==> src/slsort_pkg.sv <==
`default_nettype none
package slsort_pkg;

  localparam int DEPTH      = 16;
  localparam int DATA_WIDTH = 32;
  localparam int CNT_W      = $clog2(DEPTH + 1);
  localparam int IDX_W      = $clog2(DEPTH);
  localparam int QDEPTH     = 2;
  localparam int QPTR_W     = $clog2(QDEPTH);
  localparam int QCNT_W     = $clog2(QDEPTH + 1);

  // one classified request as it travels from front to back
  typedef struct packed {
    logic signed [DATA_WIDTH-1:0] value;
    logic                         last;
    logic                         keep;   // fits in the store
    logic                         drop;   // list has lost a value so far
  } item_t;

endpackage
`default_nettype wire

==> src/slsort_front.sv <==
`default_nettype none
module slsort_front (
  input  wire                                 clk,
  input  wire                                 rst,
  input  wire                                 in_valid,
  output logic                                in_ready,
  input  wire signed [slsort_pkg::DATA_WIDTH-1:0] in_value,
  input  wire                                 in_last,
  output logic                                push,
  output slsort_pkg::item_t                   push_item,
  input  wire                                 q_full
);
  import slsort_pkg::*;

  logic [CNT_W-1:0] count;
  logic             dropped;
  logic             keep;
  logic             accept;

  assign in_ready = !q_full;
  assign accept   = in_valid && in_ready;
  assign keep     = count < CNT_W'(DEPTH);

  assign push            = accept;
  assign push_item.value = in_value;
  assign push_item.last  = in_last;
  assign push_item.keep  = keep;
  assign push_item.drop  = dropped || !keep;

  // track list fill so every request leaves already classified
  always_ff @(posedge clk) begin
    if (rst) begin
      count   <= '0;
      dropped <= 1'b0;
    end else if (accept) begin
      if (in_last) begin
        count   <= '0;
        dropped <= 1'b0;
      end else begin
        if (keep) begin
          count <= count + CNT_W'(1);
        end
        dropped <= dropped || !keep;
      end
    end
  end

endmodule
`default_nettype wire

==> src/slsort_queue.sv <==
`default_nettype none
module slsort_queue (
  input  wire                clk,
  input  wire                rst,
  input  wire                push,
  input  wire slsort_pkg::item_t push_item,
  output logic               full,
  output logic               not_empty,
  input  wire                pop,
  output slsort_pkg::item_t  pop_item
);
  import slsort_pkg::*;

  item_t             slots [QDEPTH];
  logic [QPTR_W-1:0] wr_ptr;
  logic [QPTR_W-1:0] rd_ptr;
  logic [QCNT_W-1:0] fill;
  logic              do_push;
  logic              do_pop;

  assign full      = fill == QCNT_W'(QDEPTH);
  assign not_empty = fill != '0;
  assign do_push   = push && !full;
  assign do_pop    = pop && not_empty;
  assign pop_item  = slots[rd_ptr];

  always_ff @(posedge clk) begin
    if (do_push) begin
      slots[wr_ptr] <= push_item;
    end
  end

  always_ff @(posedge clk) begin
    if (rst) begin
      wr_ptr <= '0;
      rd_ptr <= '0;
      fill   <= '0;
    end else begin
      if (do_push) begin
        wr_ptr <= (wr_ptr == QPTR_W'(QDEPTH - 1)) ? '0 : wr_ptr + QPTR_W'(1);
      end
      if (do_pop) begin
        rd_ptr <= (rd_ptr == QPTR_W'(QDEPTH - 1)) ? '0 : rd_ptr + QPTR_W'(1);
      end
      if (do_push && !do_pop) begin
        fill <= fill + QCNT_W'(1);
      end else if (do_pop && !do_push) begin
        fill <= fill - QCNT_W'(1);
      end
    end
  end

endmodule
`default_nettype wire

==> src/slsort_back.sv <==
`default_nettype none
module slsort_back (
  input  wire                                  clk,
  input  wire                                  rst,
  input  wire                                  q_not_empty,
  output logic                                 pop,
  input  wire slsort_pkg::item_t               pop_item,
  output logic                                 out_valid,
  input  wire                                  out_ready,
  output logic signed [slsort_pkg::DATA_WIDTH-1:0] out_value,
  output logic                                 out_last,
  output logic                                 out_overflow
);
  import slsort_pkg::*;

  typedef enum logic [2:0] {
    COLLECT = 3'b001,
    SORT    = 3'b010,
    EMIT    = 3'b100
  } state_t;

  state_t                       state;
  logic signed [DATA_WIDTH-1:0] store      [DEPTH];
  logic signed [DATA_WIDTH-1:0] store_next [DEPTH];
  logic [CNT_W-1:0]             count;
  logic [CNT_W-1:0]             remaining;
  logic [IDX_W-1:0]             pass;
  logic                         overflow;
  logic                         take;
  logic                         emit;

  assign pop          = (state == COLLECT) && q_not_empty;
  assign take         = pop;
  assign emit         = (state == EMIT) && out_ready;
  assign out_valid    = state == EMIT;
  assign out_value    = store[0];
  assign out_last     = remaining == CNT_W'(1);
  assign out_overflow = overflow;

  // one odd-even compare-exchange pass over the held entries
  always_comb begin
    for (int k = 0; k < DEPTH; k++) begin
      store_next[k] = store[k];
    end
    for (int k = 0; k < DEPTH - 1; k++) begin
      if ((pass[0] == 1'(k % 2)) && (CNT_W'(k + 1) < remaining) &&
          (store[k] > store[k + 1])) begin
        store_next[k]     = store[k + 1];
        store_next[k + 1] = store[k];
      end
    end
  end

  always_ff @(posedge clk) begin
    case (state)
      COLLECT: begin
        if (take && pop_item.keep) begin
          store[count[IDX_W-1:0]] <= pop_item.value;
        end
      end
      SORT: begin
        for (int k = 0; k < DEPTH; k++) begin
          store[k] <= store_next[k];
        end
      end
      EMIT: begin
        // advance the sorted list toward the output slot
        if (emit) begin
          for (int k = 0; k < DEPTH - 1; k++) begin
            store[k] <= store[k + 1];
          end
        end
      end
      default: begin
      end
    endcase
  end

  always_ff @(posedge clk) begin
    if (rst) begin
      state     <= COLLECT;
      count     <= '0;
      remaining <= '0;
      pass      <= '0;
      overflow  <= 1'b0;
    end else begin
      case (state)
        COLLECT: begin
          if (take) begin
            if (pop_item.last) begin
              remaining <= count + CNT_W'(pop_item.keep);
              overflow  <= pop_item.drop;
              count     <= '0;
              pass      <= '0;
              state     <= SORT;
            end else if (pop_item.keep) begin
              count <= count + CNT_W'(1);
            end
          end
        end
        SORT: begin
          if (pass == IDX_W'(DEPTH - 1)) begin
            state <= EMIT;
          end else begin
            pass <= pass + IDX_W'(1);
          end
        end
        EMIT: begin
          if (emit) begin
            remaining <= remaining - CNT_W'(1);
            if (remaining == CNT_W'(1)) begin
              state <= COLLECT;
            end
          end
        end
        default: begin
          state <= COLLECT;
        end
      endcase
    end
  end

endmodule
`default_nettype wire

==> src/signed_list_sorter.sv <==
// The last item of a list passes the queue to the back end; SORT runs the odd-even
// compare-exchange pass loop, then m_tvalid rises in EMIT. Items enter at one per cycle
// while a list collects and the queue has room; results leave at one per cycle with
// m_tready high. A two-entry queue lets the next list start entering as results drain.
// Reset clears list counts, queue and state; stored values stay undefined until written.
`default_nettype none
module signed_list_sorter (
  input  wire                                  clk,
  input  wire                                  rst,
  input  wire                                  s_tvalid,
  output logic                                 s_tready,
  input  wire signed [slsort_pkg::DATA_WIDTH-1:0] s_tdata,  // value
  input  wire                                  s_tlast,
  output logic                                 m_tvalid,
  input  wire                                  m_tready,
  output logic signed [slsort_pkg::DATA_WIDTH-1:0] m_tdata, // sorted_value
  output logic                                 m_tlast,
  output logic                                 m_tuser   // overflow
);
  import slsort_pkg::*;

  item_t push_item;
  item_t pop_item;
  logic  push;
  logic  q_full;
  logic  q_not_empty;
  logic  pop;

  slsort_front u_front (
    .clk       (clk),
    .rst       (rst),
    .in_valid  (s_tvalid),
    .in_ready  (s_tready),
    .in_value  (s_tdata),
    .in_last   (s_tlast),
    .push      (push),
    .push_item (push_item),
    .q_full    (q_full)
  );

  slsort_queue u_queue (
    .clk       (clk),
    .rst       (rst),
    .push      (push),
    .push_item (push_item),
    .full      (q_full),
    .not_empty (q_not_empty),
    .pop       (pop),
    .pop_item  (pop_item)
  );

  slsort_back u_back (
    .clk          (clk),
    .rst          (rst),
    .q_not_empty  (q_not_empty),
    .pop          (pop),
    .pop_item     (pop_item),
    .out_valid    (m_tvalid),
    .out_ready    (m_tready),
    .out_value    (m_tdata),
    .out_last     (m_tlast),
    .out_overflow (m_tuser)
  );

endmodule
`default_nettype wire

==> config.mk <==
export PLATFORM = sky130hd
export DESIGN_NAME = signed_list_sorter
export DESIGN_NICKNAME = d
export VERILOG_FILES = /design/src/slsort_pkg.sv /design/src/slsort_front.sv /design/src/slsort_queue.sv /design/src/slsort_back.sv /design/src/signed_list_sorter.sv
export SDC_FILE = /design/constraint.sdc
export NUM_CORES = 2
export LEC_CHECK = 0
export ABC_AREA = 1
export BUFFER_PORTS_ARGS = -buffer_cell sky130_fd_sc_hd__buf_4
export CORE_MARGIN = 4
export CORE_UTILIZATION = 49
export CTS_CLUSTER_SIZE = 12
export DETAILED_ROUTE_END_ITERATION = 6
export PLACE_DENSITY_LB_ADDON = 0.25
export SLEW_MARGIN = 20
export SYNTH_ARGS = -nofsm -noshare
export SYNTH_HDL_FRONTEND = slang
export SYNTH_SLANG_ARGS = --single-unit
==> constraint.sdc <==
create_clock -name clk -period 7.89 [get_ports clk]
set_input_delay 1.1835 -clock clk [delete_from_list [all_inputs] [get_ports clk]]
set_output_delay 1.1835 -clock clk [all_outputs]
set_load 0.02 [all_outputs]
==> impl_results.md <==
- Worst path cell trace: ha_1 > nand2_1 > nor2_1 > nand4_1 > nor2_1 > nand2_1 > o211ai_1 > nand2_1 > nand2_1 > nand2_1 > nand3_2 > buf_4 > inv_2 > nand2_2 > o31ai_4 > buf_4
- Gpl congestion: 0.9304
- Syn. warnings: 0
- Status: completed
- Buf/Inv on CP: 3
- Worst path required time: 8.19 ns
- Final Hold Fails: 0
- CTS Hold Bufs: 0
- Core Box Area: 88,920 sq um
- WL/cell: 21.07 um
- Net count, final: 6,074
- First-pass GRT wire length: approximately 220,000 um
- Most used cell, CP: nand2_1
- Sequential element share of the synthesized area: 0.4088
- Post-layout min period: 4.399 ns
- Max-cap viol count: 0
- Antenna Nets Post-Route: 0
- DRC Markers: 0
- Crit path DAT: approximately 4.7 ns
- Worst Setup End Kind: register
- Mean post-synth cell area: 7.929 sq um
- Row count: 109
- Slew margin rel.: 0.1889
- Port buffer count: 72
- Synth Instances: around 5,600
- Top_reg_cell synth: edfxtp_1
- Commonest non-fill, non-tap cells in the layout: nand2_1, inv_1, edfxtp_1
- Start-to-end type of the worst setup path: register to register
- Post-synthesis net count: 6,099
- Initial Util: 0.4968
- Max Clock Skew: 0.02234 ns
- P_leak: 21.47 nW
- Fill count: 8,265
- Slew @ Worst Pin: 1.211 ns
- Post-route worst setup slack: 3.491 ns
- Resize count post-CTS: 0
- Clock buffer depth: 3
- Via count: between 40,000 and 50,000
- Hold Crit Class: register to register
- # IOs: 73
- Setup_tns: 0 ns
- DR iter-0 viols: 4,634
- Post-Syn Area: 44,170 sq um
- GR Overflow Total: 0
- GR Util All Layers: 0.2950
- Max stage delay on crit path: 0.68 ns
- Startpoint types: register
- Total CTS buffers: 74
- Post-synth cell types: 57
- Initial antenna violation count: 1
- Setup Fix Bufs, Post-CTS: 0
- RSZ-0062 raised after global routing: no
- Router iterations before antenna repair: 7
- FMAX: 227.3 MHz
- P&R area growth vs syn: 8.993%
- H-tree lvl count: 3
- Die Area: 95,020 sq um
- Final period utilization: 0.5575
- Layout cells sized above 1: 0.06285
- Later-pin clock latency in the skew report: about 0.63 ns
- Post-place setup slack: 3.100 ns
- CTS tree: yes
- Largest net degree at the start of global routing: 154
- Die X: 308.3 um
- Register bit total from synthesis: 611
- Final wirelength: roughly 140,000 um
- Slowest cell on crit path: nand2_2
- Via density: slightly below 6
- Final HPWL DP: 104,500 um
- Die Span Y: 308.3 um
- Pwr dens: around 270 nW/um^2
- Setup Viol. Count Final: 0
- Leading cell type in the layout, fill and taps excluded: nand2_1
- Post-synth EDFFs: 582
- ANT cells: 0
- Top Family by Delay on Critical Path: simple AND/OR/NAND/NOR gates
- Clock root cell: clkbuf_16
- Share of flip-flops with an asynchronous set or reset: 0
- CTS clk-pin slew, worst paths: 0.06 ns
- Core Util, Final: 0.5415
- # clock sinks: 611
- VDD IR max: 0.2476 mV
- Slew Limit Fails: 0
- Crit path max fanout: 34
- Vias in the first global route: approximately 38,000
[path summary, 6_finish.rpt]
path / start / endpoint / slack, ns / depth (start not counted)
worst max register to register: u_back.store[14][15] / u_back.store[15][5] / 3.49 / 16
worst max-delay path: u_back.store[14][15] / u_back.store[15][5] / 3.49 / 16
worst min-delay path: u_queue.rd_ptr / register / 0.45 / 1
worst min register to register: u_queue.rd_ptr / register / 0.45 / 1
[cells in the mapped netlist (2+ instances only)]
master	n	area (sq um)
edfxtp_1	582	17480
a211oi_1	5	37.54
nor2_1	353	1325
buf_4	18	135.1
o31ai_1	7	52.55
xnor2_1	3	26.28
or2_2	32	200.2
clkbuf_1	104	390.4
and3_1	2	12.51
nor4_1	7	43.79
buf_2	108	540.5
a31oi_2	2	25.02
a221oi_1	2	17.52
nand3_2	4	40.04
nand3_1	357	1787
nor2_2	7	43.79
nand4_1	337	2108
a21o_1	5	37.54
nor3_1	39	195.2
nor3b_2	5	62.56
a41oi_1	2	17.52
nor4b_1	2	17.52
a21oi_1	406	2032
ha_1	491	6143
o21a_1	21	157.7
buf_6	3	33.78
o21bai_1	2	15.01
inv_1	653	2451
clkinv_1	32	120.1
o22ai_1	5	31.28
dfxtp_1	29	580.6
o211ai_1	44	330.3
o21ai_0	171	855.8
o21ai_1	81	405.4
nand2_2	4	25.02
nor3_2	3	30.03
a41oi_2	2	32.53
inv_2	13	48.80
buf_1	16	60.06
nand3b_1	5	37.54
a31oi_1	6	37.54
nand2_1	1580	5931
nor3b_1	7	52.55
[through the flow]
step | cells | hold slack, ns | cell area [sq um] | total power [W]
floorplan | 5571 | 0.4255 | 44170 | 0.007449
global placement | 6630 | 0.4424 | 45700 | 0.009158
detailed placement | 6632 | 0.4489 | 45730 | 0.009279
CTS | 6763 | 0.4485 | 48110 | 0.01272
global route | 6766 | 0.4559 | 48150 | 0.01340
finish | 6766 | 0.4457 | 48150 | 0.01278
[power by group]
group          internal [W]  switching, W  leakage, nW
clock               0.00201       0.00147         1.16
combinational       0.00134       0.00336         14.8
sequential          0.00430      0.000303         5.49
[cell families after synthesis]
family	count (synthesis)	synth area share
AOI/OAI and AO/OA	765	0.09344
DFF	611	0.4088
buffers and inverters	949	0.08582
xor gates and xnor gates	3	0.0005949
and+or+nand+nor	2752	0.2723
adders and majority gates	491	0.1391
[area by class of cell]
cell class / count / area [sq um] / share of cell area
inverters: 699 / 2636 / 0.05476
repair buffers: 149 / 1155 / 0.02399
multi-input cells: 4011 / 22470 / 0.4666
clock inverters: 43 / 447.9 / 0.009304
well taps: 1165 / 1458 / 0.03028
clock buffers: 88 / 1926 / 0.03999
flip-flops and latches: 611 / 18060 / 0.3751
[routing by layer]
layer | global-route usage | share of wire | up-vias
met5 | 0 | 0.000091 | -
met4 | 0.1289 | 0.049 | 2
met3 | 0.04422 | 0.085 | 326
met2 | 0.4672 | 0.45 | 1906
met1 | 0.4041 | 0.42 | 18980
li1 | - | - | 18930
[state kept, by name, summed over array words and instances (netlist names), named ones only]
register,count
u_front.dropped,1
u_back.count,5
u_front.count,5
u_back.store,512
u_back.remaining,5
u_back.pass,4
u_queue.rd_ptr,1
u_back.state,3
u_back.out_overflow,1
u_queue.slots,70
u_queue.wr_ptr,1
u_queue.fill,2
(Power assumes the default switching activity.)
